[src/sv/bflc_pkg.sv]
// Shared types, constants and helpers for the bounded lookup cache.
package bflc_pkg;

	// Storage geometry
	localparam int DEPTH       = 16;
	localparam int KEY_BITS    = 32;
	localparam int HANDLE_BITS = 32;
	localparam int PTR_BITS    = (DEPTH > 1) ? $clog2(DEPTH) : 1;
	localparam int CNT_BITS    = $clog2(DEPTH + 1);
	localparam int ENTRY_BITS  = KEY_BITS + HANDLE_BITS;

	// Fixed field widths of the ports
	localparam int OP_BITS      = 2;
	localparam int CFG_BITS     = 5;
	localparam int OUT_HDL_BITS = 32;
	localparam int OUT_CNT_BITS = 5;
	localparam int WIDE_BITS    = (CNT_BITS > CFG_BITS) ? CNT_BITS : CFG_BITS;

	localparam logic [CFG_BITS-1:0] MAX_DEPTH_RST = CFG_BITS'(16);

	// Operation codes; the last one is unassigned and leaves the cache alone
	localparam logic [OP_BITS-1:0] OP_LOOKUP     = 2'd0;
	localparam logic [OP_BITS-1:0] OP_INSERT     = 2'd1;
	localparam logic [OP_BITS-1:0] OP_KEEP_FIRST = 2'd2;
	localparam logic [OP_BITS-1:0] OP_UNUSED     = 2'd3;

	typedef struct packed {
		logic [OP_BITS-1:0]     op;
		logic [KEY_BITS-1:0]    key;
		logic [HANDLE_BITS-1:0] handle;
	} req_t;

	typedef struct packed {
		logic                    found;
		logic [OUT_HDL_BITS-1:0] found_handle;
		logic [OUT_CNT_BITS-1:0] entry_count;
	} rsp_t;

	// Step a ring pointer toward older entries
	function automatic logic [PTR_BITS-1:0] ptr_inc(input logic [PTR_BITS-1:0] p);
		if (p == PTR_BITS'(DEPTH - 1)) begin
			return '0;
		end
		return p + PTR_BITS'(1);
	endfunction

	// Step a ring pointer toward newer entries
	function automatic logic [PTR_BITS-1:0] ptr_dec(input logic [PTR_BITS-1:0] p);
		if (p == '0) begin
			return PTR_BITS'(DEPTH - 1);
		end
		return p - PTR_BITS'(1);
	endfunction

	// Fit a stored handle to the output field width
	function automatic logic [OUT_HDL_BITS-1:0] handle_out(input logic [HANDLE_BITS-1:0] h);
		logic [63:0] w;
		w = 64'(h);
		return w[OUT_HDL_BITS-1:0];
	endfunction

	// Fit the entry count to the output field width
	function automatic logic [OUT_CNT_BITS-1:0] count_out(input logic [CNT_BITS-1:0] c);
		logic [31:0] w;
		w = 32'(c);
		return w[OUT_CNT_BITS-1:0];
	endfunction

endpackage

[src/sv/bflc_ram.sv]
// Generic single-write, single-read RAM with registered read data.
module bflc_ram #(
	parameter int WIDTH = 8,
	parameter int DEPTH = 16
) (
	input  logic                                        clk,
	input  logic                                        wr_en,
	input  logic [((DEPTH > 1) ? $clog2(DEPTH) : 1)-1:0] wr_addr,
	input  logic [WIDTH-1:0]                            wr_data,
	input  logic                                        rd_en,
	input  logic [((DEPTH > 1) ? $clog2(DEPTH) : 1)-1:0] rd_addr,
	output logic [WIDTH-1:0]                            rd_data
);

	logic [WIDTH-1:0] mem_q [DEPTH];
	logic [WIDTH-1:0] rd_data_q;

	// Write port
	always_ff @(posedge clk) begin
		if (wr_en) begin
			mem_q[wr_addr] <= wr_data;
		end
	end

	// Registered read port, data holds while idle
	always_ff @(posedge clk) begin
		if (rd_en) begin
			rd_data_q <= mem_q[rd_addr];
		end
	end

	assign rd_data = rd_data_q;

endmodule

[src/sv/bounded_fifo_lookup_cache.sv]
// Top level of the bounded FIFO-replacement lookup cache.
// Entries live in a ring buffer RAM with the newest entry at the head pointer;
// an insert moves the head back one slot and writes there, so the oldest entry
// drops off the tail without any data movement. A lookup walks the ring from
// the newest entry through one RAM read and one key compare per cycle and stops
// at the first match. Insert, keep-first and unused ops skip the scan and pass
// from idle straight to the response state; a stalled result holds the
// sequencer there until the output register frees.
// The block takes one transaction at a time; the result sits in an output
// register, so the next request is accepted while a result still waits.
// max_depth writes are taken only while the sequencer is idle and clip the
// entry count at once.
module bounded_fifo_lookup_cache
	import bflc_pkg::*;
(
	input  logic                clk,
	input  logic                arst_n,
	input  logic                req_valid,
	output logic                req_stall,
	input  req_t                req,
	output logic                rsp_valid,
	input  logic                rsp_stall,
	output rsp_t                rsp,
	input  logic                cfg_valid,
	output logic                cfg_ready,
	input  logic [CFG_BITS-1:0] cfg_data
);

	localparam logic [1:0] ST_IDLE = 2'd0;
	localparam logic [1:0] ST_SCAN = 2'd1;
	localparam logic [1:0] ST_RESP = 2'd2;

	logic [1:0]             state_q;
	logic [CFG_BITS-1:0]    max_depth_q;
	logic [CNT_BITS-1:0]    count_q;
	logic [PTR_BITS-1:0]    head_q;
	logic [PTR_BITS-1:0]    rdptr_q;
	logic [CNT_BITS-1:0]    idx_q;
	logic                   cmp_valid_q;
	logic [KEY_BITS-1:0]    key_q;
	logic                   res_found_q;
	logic [HANDLE_BITS-1:0] res_handle_q;
	logic                   rsp_valid_q;
	rsp_t                   rsp_q;

	logic                   req_acc;
	logic                   cfg_acc;
	logic [WIDE_BITS-1:0]   lim_w;
	logic [CNT_BITS-1:0]    lim;
	logic [CNT_BITS-1:0]    ins_cnt;
	logic [CNT_BITS-1:0]    ins_clip;
	logic [PTR_BITS-1:0]    new_head;
	logic                   ram_wr;
	logic                   ram_rd;
	logic [ENTRY_BITS-1:0]  ram_rdata;
	logic [KEY_BITS-1:0]    rd_key;
	logic [HANDLE_BITS-1:0] rd_handle;
	logic                   hit;
	logic                   scan_done;
	logic                   rsp_push;

	// Handshakes
	assign cfg_ready = (state_q == ST_IDLE);
	assign cfg_acc   = cfg_valid && cfg_ready;
	assign req_stall = (state_q != ST_IDLE) || cfg_valid;
	assign req_acc   = req_valid && !req_stall;

	// Depth limit in force: max_depth saturated at DEPTH
	always_comb begin
		if (WIDE_BITS'(cfg_acc ? cfg_data : max_depth_q) < WIDE_BITS'(DEPTH)) begin
			lim_w = WIDE_BITS'(cfg_acc ? cfg_data : max_depth_q);
		end else begin
			lim_w = WIDE_BITS'(DEPTH);
		end
		lim = lim_w[CNT_BITS-1:0];
	end

	// Count after an insert: drop the oldest when full, then add one
	always_comb begin
		if (count_q != '0 && count_q >= lim) begin
			ins_cnt = count_q - CNT_BITS'(1);
		end else begin
			ins_cnt = count_q;
		end
		if (ins_cnt > CNT_BITS'(DEPTH - 1)) begin
			ins_clip = CNT_BITS'(DEPTH - 1);
		end else begin
			ins_clip = ins_cnt;
		end
	end

	assign new_head = ptr_dec(head_q);
	assign ram_wr   = req_acc && (req.op == OP_INSERT);

	// Scan control: one read issued and one compare done per cycle
	assign rd_key    = ram_rdata[ENTRY_BITS-1:HANDLE_BITS];
	assign rd_handle = ram_rdata[HANDLE_BITS-1:0];
	assign hit       = cmp_valid_q && (rd_key == key_q);
	assign ram_rd    = (state_q == ST_SCAN) && (idx_q < count_q) && !hit;
	assign scan_done = hit || (!ram_rd && !cmp_valid_q);
	assign rsp_push  = (state_q == ST_RESP) && (!rsp_valid_q || !rsp_stall);

	bflc_ram #(
		.WIDTH (ENTRY_BITS),
		.DEPTH (DEPTH)
	) u_entries (
		.clk     (clk),
		.wr_en   (ram_wr),
		.wr_addr (new_head),
		.wr_data ({req.key, req.handle}),
		.rd_en   (ram_rd),
		.rd_addr (rdptr_q),
		.rd_data (ram_rdata)
	);

	// Sequencer, count, head pointer and configuration
	always_ff @(posedge clk or negedge arst_n) begin
		if (!arst_n) begin
			state_q     <= ST_IDLE;
			max_depth_q <= MAX_DEPTH_RST;
			count_q     <= '0;
			head_q      <= '0;
			rdptr_q     <= '0;
			idx_q       <= '0;
			cmp_valid_q <= 1'b0;
		end else begin
			case (state_q)
				ST_IDLE: begin
					cmp_valid_q <= 1'b0;
					if (cfg_acc) begin
						max_depth_q <= cfg_data;
						if (count_q > lim) begin
							count_q <= lim;
						end
					end else if (req_acc) begin
						if (req.op == OP_LOOKUP) begin
							rdptr_q <= head_q;
							idx_q   <= '0;
							state_q <= ST_SCAN;
						end else begin
							if (req.op == OP_INSERT) begin
								head_q  <= new_head;
								count_q <= ins_clip + CNT_BITS'(1);
							end else if (req.op == OP_KEEP_FIRST) begin
								if (count_q > CNT_BITS'(1)) begin
									count_q <= CNT_BITS'(1);
								end
							end
							state_q <= ST_RESP;
						end
					end
				end
				ST_SCAN: begin
					cmp_valid_q <= ram_rd;
					if (ram_rd) begin
						rdptr_q <= ptr_inc(rdptr_q);
						idx_q   <= idx_q + CNT_BITS'(1);
					end
					if (scan_done) begin
						state_q <= ST_RESP;
					end
				end
				ST_RESP: begin
					cmp_valid_q <= 1'b0;
					if (rsp_push) begin
						state_q <= ST_IDLE;
					end
				end
				default: begin
					state_q     <= ST_IDLE;
					cmp_valid_q <= 1'b0;
				end
			endcase
		end
	end

	// Capture the lookup result or clear it for other ops
	always_ff @(posedge clk) begin
		if (req_acc) begin
			key_q        <= req.key;
			res_found_q  <= 1'b0;
			res_handle_q <= '0;
		end else if (state_q == ST_SCAN && hit) begin
			res_found_q  <= 1'b1;
			res_handle_q <= rd_handle;
		end
	end

	// Output register: load on push, drop once taken
	always_ff @(posedge clk or negedge arst_n) begin
		if (!arst_n) begin
			rsp_valid_q <= 1'b0;
		end else if (rsp_push) begin
			rsp_valid_q <= 1'b1;
		end else if (!rsp_stall) begin
			rsp_valid_q <= 1'b0;
		end
	end

	always_ff @(posedge clk) begin
		if (rsp_push) begin
			rsp_q.found        <= res_found_q;
			rsp_q.found_handle <= handle_out(res_handle_q);
			rsp_q.entry_count  <= count_out(count_q);
		end
	end

	assign rsp_valid = rsp_valid_q;
	assign rsp       = rsp_q;

	// Count never exceeds the storage depth
	a_count_bound: assert property (@(posedge clk) disable iff (!arst_n)
		count_q <= CNT_BITS'(DEPTH))
		else $error("entry count above storage depth");

	// An accepted insert always leaves at least one entry
	a_insert_nonempty: assert property (@(posedge clk) disable iff (!arst_n)
		(req_acc && req.op == OP_INSERT) |=> (count_q != '0))
		else $error("insert left the cache empty");

	// A pending compare exists only while scanning
	a_cmp_in_scan: assert property (@(posedge clk) disable iff (!arst_n)
		cmp_valid_q |-> (state_q == ST_SCAN))
		else $error("compare pending outside scan");

	// Scan never issues more reads than there are entries
	a_scan_bound: assert property (@(posedge clk) disable iff (!arst_n)
		(state_q == ST_SCAN) |-> (idx_q <= count_q))
		else $error("scan ran past the entry count");

endmodule
[config.mk]
export PLATFORM = sky130hd
export DESIGN_NAME = bounded_fifo_lookup_cache
export DESIGN_NICKNAME = d
export VERILOG_FILES = /design/src/sv/bflc_pkg.sv /design/src/sv/bflc_ram.sv /design/src/sv/bounded_fifo_lookup_cache.sv
export SDC_FILE = /design/constraint.sdc
export NUM_CORES = 1
export LEC_CHECK = 0
export ABC_AREA = 1
export BUFFER_PORTS_ARGS = -buffer_cell sky130_fd_sc_hd__clkbuf_2
export CELL_PAD_IN_SITES_DETAIL_PLACEMENT = 1
export CELL_PAD_IN_SITES_GLOBAL_PLACEMENT = 2
export CORE_ASPECT_RATIO = 1.4
export CORE_MARGIN = 1.5
export CORE_UTILIZATION = 42
export DETAILED_ROUTE_END_ITERATION = 10
export PLACE_DENSITY = 0.89
export SKIP_CTS_REPAIR_TIMING = 1
export SYNTH_ARGS = -nofsm -noshare
export SYNTH_HDL_FRONTEND = slang
export SYNTH_HIERARCHICAL = 1
export SYNTH_SLANG_ARGS = --single-unit
[constraint.sdc]
create_clock -name clk -period 6.3 [get_ports clk]
set_input_delay 1.26 -clock clk [delete_from_list [all_inputs] [get_ports clk]]
set_output_delay 1.26 -clock clk [all_outputs]
set_load 0.05 [all_outputs]
==> flow_metrics.tcl, run 1 <==
set metrics [dict create \
    crit_chain "clkbuf_2 > inv_1 > nand2_4 > nor2_8 > inv_4 > nor2_8 > nand3_1 > nor2_4 > buf_4 > buf_4" \
    rsz0062_at_grt "no" \
    tightest_slew_ns 1.22 \
    startpoint "cfg_valid" \
    syn-num-nets 4865 \
    p_int_mw 15.4 \
    avgSynthCellArea_sq_um 10.8 \
    setup_viol 0 \
    fin_crit_sh_pct 55.8 \
    post-route-cell-area_sq_um 57400 \
    place_inst 6339 \
    via_per_inst 5.25 \
    first_global_vias 36900 \
    die_h_um 418 \
    vias 34400 \
    antenna_found_initial 6 \
    pre_cts_ws_ns 2.03 \
    worstSetupPathType "primary input to flip-flop" \
    cp_data_required_time_ns 6.69 \
    syn_inst 4773 \
    numCtsBuffers 115 \
    reg2reg_from "state_q[0]$_DFFE_PN0P_" \
    grt_pass1_wl_um 222000 \
    totalPowerFinal_mw 24.8 \
    clkSinkCount 1218 \
    ys_seq_area_share_pct 70.0 \
    start_util_pct 42.2 \
    finalSetupTns_ns 0 \
    max_stage_delay_ns 0.62 \
    place_hpwl_um 80700 \
    synth_area_sq_um 51600 \
    skew_ns 0.0588 \
    hp-class "flip-flop to flip-flop" \
    crit_path_max_fanout 36 \
    synthFlopType "edfxtp_1" \
    grt.overflow.total 0 \
    drc 0 \
    endpoint "u_entries/mem_q[14][4]$_DFFE_PP_" \
    status "finished clean" \
    max-cap-violations 0 \
    finalMaxSlewViolations 0 \
    critPathArrivalTime_ns 3.90 \
    synth_area_leaders "edfxtp_1 (67%), nand2_1 (10%), nand3_1 (7.7%)" \
    synthToLayoutAreaGrowth_pct 11.2 \
    fin_crit_ns 3.52 \
    yosysMostFrequentCell "nand2_1" \
    cp-start-kind "primary input" \
    grt_start_max_net_pins 179 \
    pin_count 117 \
    p_sw_mw 9.39 \
    place_congestion 0.777 \
    fillers 13100 \
    drt_iter0_drc 2523 \
    reg2reg_depth 11 \
    synth_seq_cells 1218 \
    comb_power_share_pct 31.3 \
    place_area_sq_um 53500 \
    grtUsageTotal_pct 23.4 \
    htree_levels 3 \
    rows 152 \
    clk_pin_slew_ns 0.06 \
    synth.distinct_cells 39 \
    max_freq_mhz 284 \
    seq_power_share_pct 40.1 \
    yosysWarnings 6 \
    power.leakage_nw 23.8 \
    yosysTopAreaCellShare_pct 67.4 \
    ant_nets 0 \
    wire_per_inst_um 22.3 \
    io_buffers 116 \
    first_pass_iters 5 \
    clk_latency_ns 0.78 \
    synth_edf_count 1158 \
    drive_gt1_share_pct 8.40 \
    setup_ws_ns 2.78 \
    nets 4931 \
    slew_headroom_pct 18.7 \
    clk_path_buf_depth 3 \
    synth.largest_area_cell "edfxtp_1" \
    regToRegSetupSlack_ns 2.80 \
    clock-root-buffer "clkbuf_16" \
    hold_viol 0 \
    ys_top_cells_by_count "nand2_1 (1,441), edfxtp_1 (1,158), inv_1 (859)" \
    fin_cells 6559 \
    tritoncts "yes" \
    core_sq_um 122000 \
    wirelength_um 146000 \
    r2r_end "u_entries/mem_q[14][4]$_DFFE_PP_" \
    die-area_sq_um 125000 \
    irDropWorstVdd_mv 0.353 \
    end_kind "flip-flop" \
    power.share.switching_pct 37.9 \
    worst_path_max_delay_cell "buf_4" \
    synth-async-reset-ratio_pct 2.22 \
    clock_power_share_pct 28.7 \
    finish.utilization_pct 46.9 \
    die_w_um 299 \
    p_per_area_nw_per_um2 432 \
    whs_ns 0.432 \
]
## routing by layer
metal	part of all wire, %	GRT usage (%)
met3	4.7	2.99
met1	41	29.2
met4	2.6	7.57
met2	52	41.9
met5	0.011	0
## critical path: cells and delay by family
| kind | cells | cell delay, ns |
|---|---|---|
| buf+inv | 5 | 1.54 |
| simple gates | 5 | 1.00 |
## worst min path at each step
stage | start | endpoint | slack (ns) | cells after the start
2_1_floorplan | res_handle_q[5]$_SDFFE_PP0P_ | rsp[10]$_DFFE_PP_ | 0.41 | 0
3_3_place_gp | res_handle_q[13]$_SDFFE_PP0P_ | rsp[18]$_DFFE_PP_ | 0.41 | 0
3_5_place_dp | res_handle_q[2]$_SDFFE_PP0P_ | rsp[7]$_DFFE_PP_ | 0.42 | 0
4_1_cts | res_handle_q[2]$_SDFFE_PP0P_ | rsp[7]$_DFFE_PP_ | 0.43 | 0
5_1_grt | res_handle_q[22]$_SDFFE_PP0P_ | rsp[27]$_DFFE_PP_ | 0.44 | 0
6_report | res_handle_q[2]$_SDFFE_PP0P_ | rsp[7]$_DFFE_PP_ | 0.43 | 0
## layout by cell type, fill, tap and decap left out, types with 30 or more instances in the layout
cell / count
a21oi_1: 43
buf_4: 48
clkbuf_16: 117
clkbuf_2: 116
dfxtp_1: 33
edfxtp_1: 1158
inv_1: 857
nand2_1: 1441
nand3_1: 794
nor2_1: 30
## sequential cells by signal, indices dropped and copies added, names as in the netlist
register / cells
u_entries/mem_q: 1024
u_entries/rd_data: 64
rsp: 38
key_q: 32
res_handle_q: 32
count_q: 5
idx_q: 5
max_depth_q: 5
head_q: 4
rdptr_q: 4
state_q: 2
cmp_valid_q: 1
res_found_q: 1
rsp_valid: 1
## power by group through the flow
| stage | clock (mW) | combinational, mW | sequential [mW] |
|---|---|---|---|
| final | 7.11 | 7.76 | 9.94 |
| after global routing | 7.48 | 8.49 | 9.98 |
| after CTS | 7.22 | 7.78 | 9.95 |
| after detailed placement | 0 | 7.68 | 10.1 |
| after global placement | 0 | 7.52 | 10.1 |
| after floorplan | 0 | 5.29 | 10.1 |
## cell type report
type	count	area, sq um	area share, %
sequential	1218	36100	63.0
multi-input combinational	2463	11000	19.1
inverter	868	3290	5.74
clock buffer	150	3150	5.49
tap	1617	2020	3.53
timing repair buffer	173	1120	1.95
clock inverter	66	686	1.20
antenna	4	10.0	0.0174
## cell families (layout without fill, tap and decap cells)
family	count (synthesis)	after routing	synth area share (%)
AO/OA/AOI/OAI	120	120	1.31
XOR/XNOR	20	20	0.339
adder cells (fa/ha/maj)	16	16	0.388
buffers and inverters	1092	1257	9.05
flip-flops	1218	1218	70.0
other	0	4	0
AND/OR/NAND/NOR	2307	2307	18.9
(Power assumes the default switching activity.)
==> inputs of run 2 (changes only) <==
Settings changed: CORE_UTILIZATION 42 to 38, PLACE_DENSITY 0.89 to 0.85.
Clock period 6.3 ns to 3.18 ns, I/O delays scaled along.
==> run 2 against run 1 <==
Highest routed layer unchanged. Critical path type is now flip-flop to flip-flop. Via count shrank 0.31%. Sequential cell count is the same. Global-route usage shrank 2.3 points. Cell count grew 3.0%. Routed wire length shrank 0.71%. Setup slack lost 2.5 ns. Die area grew 10%. Combinational power grew 110%. Critical path depth grew 10. Largest cell class unchanged. Sequential share of layout area shrank 1.1 points. Largest power group unchanged. Total power grew 100%.
==> flow_metrics.tcl, run 2 (synthesis results as in run 1) <==
set metrics [dict create \
    pre_cts_ws_ns -0.0745 \
    drt_iter0_drc 2643 \
    die_w_um 314 \
    place_hpwl_um 81600 \
    nets 4977 \
    power.leakage_nw 24.2 \
    clk_pin_slew_ns 0.06 \
    cp-start-kind "flip-flop" \
    critPathArrivalTime_ns 3.58 \
    pin_count 117 \
    grt.overflow.total 0 \
    via_per_inst 5.08 \
    skew_ns 0.0298 \
    rows 159 \
    grt_start_max_net_pins 128 \
    setup_viol 0 \
    ant_nets 0 \
    layout_commonest_cell "nand2_1" \
    io_buffers 116 \
    tritoncts "yes" \
    end_kind "flip-flop" \
    crit_chain "inv_2 > nand2_2 > nor2_4 > nand2_1 > o21ai_1 > inv_1 > nand2_1 > ha_1 > nand2_1 > nand2_1 > a21oi_2 > nand3_4 > nand2_2 > nand2_1 > nand2_1 > nand2_1 > ha_1 > a21oi_1 > o21ai_0 > a22oi_1" \
    start_util_pct 38.4 \
    first_global_vias 36100 \
    finish.utilization_pct 43.4 \
    hp-class "primary input to flip-flop" \
    core_sq_um 134000 \
    clk_path_buf_depth 3 \
    numCtsBuffers 116 \
    max-cap-violations 0 \
    largest_reg_flops 1024 \
    synthToLayoutAreaGrowth_pct 13.1 \
    worstSetupPathType "flip-flop to flip-flop" \
    tightest_slew_ns 0.861 \
    crit_top_cell "nand2_1" \
    setup_ws_ns 0.234 \
    grtUsageTotal_pct 21.1 \
    clk_latency_ns 0.73 \
    drive_gt1_share_pct 9.34 \
    die-area_sq_um 138000 \
    vias 34300 \
    die_h_um 439 \
    max_stage_delay_ns 0.40 \
    hold_viol 0 \
    worst_path_max_delay_cell "dfrtp_1" \
    drc 0 \
    clock-root-buffer "clkbuf_16" \
    wire_per_inst_um 21.5 \
    irDropWorstVdd_mv 0.851 \
    htree_levels 3 \
    place_congestion 0.768 \
    clkSinkCount 1218 \
    max_freq_mhz 339 \
    finalSetupTns_ns 0 \
    status "finished clean" \
    slew_headroom_pct 42.6 \
    regMostFlops "u_entries/mem_q" \
    fin_crit_ns 2.95 \
    crit_path_max_fanout 6 \
    wirelength_um 145000 \
    mostFrequentLayoutCells "nand2_1 (1,436), edfxtp_1 (1,158), inv_1 (855), nand3_1 (791), clkbuf_16 (119)" \
    fin_crit_sh_pct 92.7 \
    grt_pass1_wl_um 220000 \
    first_pass_iters 5 \
    antenna_found_initial 12 \
    whs_ns 0.202 \
    p_per_area_nw_per_um2 854 \
    cp_data_required_time_ns 3.82 \
    finalMaxSlewViolations 0 \
]
run 2: cell count changes in the layout (fill, tap and decap cells not counted), moves of 5 or more:
cell        before   now
buf_12           9    44
buf_4           48    57
clkinvlp_4       7     1
nand2_1       1441  1436
nand2_2          3     8
run 2: metrics by stage:
stage	power (mW)	std cells	instance area [sq um]
detailed placement	36.2	6536	54500
CTS	50.2	6748	58300
finish	49.9	6755	58300
global placement	35.9	6536	54500
floorplan	30.5	4773	51700
global route	52.3	6753	58300
run 2: worst max-delay path: cells and delay by family (launching register included):
family,cells,cell delay (ns)
AND/OR/NAND/NOR,11,1.02
AO/OA/AOI/OAI,5,0.77
adder cells (fa/ha/maj),2,0.46
flip-flops,1,0.40
buffers and inverters,2,0.22
run 2: path summary, 6_finish.rpt:
kind                                               from                          to  slack (ns)  cells past startpoint
max in group asynchronous                        arst_n      rdptr_q[1]$_DFFE_PN0P_        2.11                      2
hold reg to reg            res_handle_q[9]$_SDFFE_PP0P_           rsp[14]$_DFFE_PP_        0.43                      0
hold / removal                              cfg_data[1]  max_depth_q[1]$_DFFE_PN0N_        0.20                      3
setup reg to reg                 state_q[1]$_DFFE_PN0P_      count_q[2]$_DFFE_PN0P_        0.23                     20
setup / recovery                 state_q[1]$_DFFE_PN0P_      count_q[2]$_DFFE_PN0P_        0.23                     20
min in group asynchronous                        arst_n       rsp_valid$_DFFE_PN0P_        0.51                      2
run 2: cell type report:
| class | count | area (sq um) |
|---|---|---|
| repair buffers | 218 | 1900 |
| inverters | 868 | 3300 |
| fillers | 14700 | 76100 |
| diodes | 5 | 12.5 |
| clock inverters | 63 | 624 |
| clock buffers | 149 | 3170 |
| multi-input cells | 2463 | 11000 |
| flip-flops and latches | 1218 | 36100 |
| well taps | 1771 | 2220 |
run 2: power by group:
group | total (mW) | internal (mW) | switching [mW] | leakage [nW]
clock network | 14.0 | 7.98 | 6.02 | 1.88
registers | 19.3 | 18.8 | 0.515 | 11.0
logic | 16.6 | 4.52 | 12.0 | 11.3
run 2: metal layers:
| metal | track usage (%) | wire (um) | vias to the layer above |
|---|---|---|---|
| met5 | 0 | 103 | - |
| met4 | 6.46 | 3460 | 14 |
| met3 | 3.12 | 8370 | 225 |
| met2 | 37.2 | 73500 | 929 |
| met1 | 26.5 | 59900 | 17400 |
| li1 | - | - | 15700 |
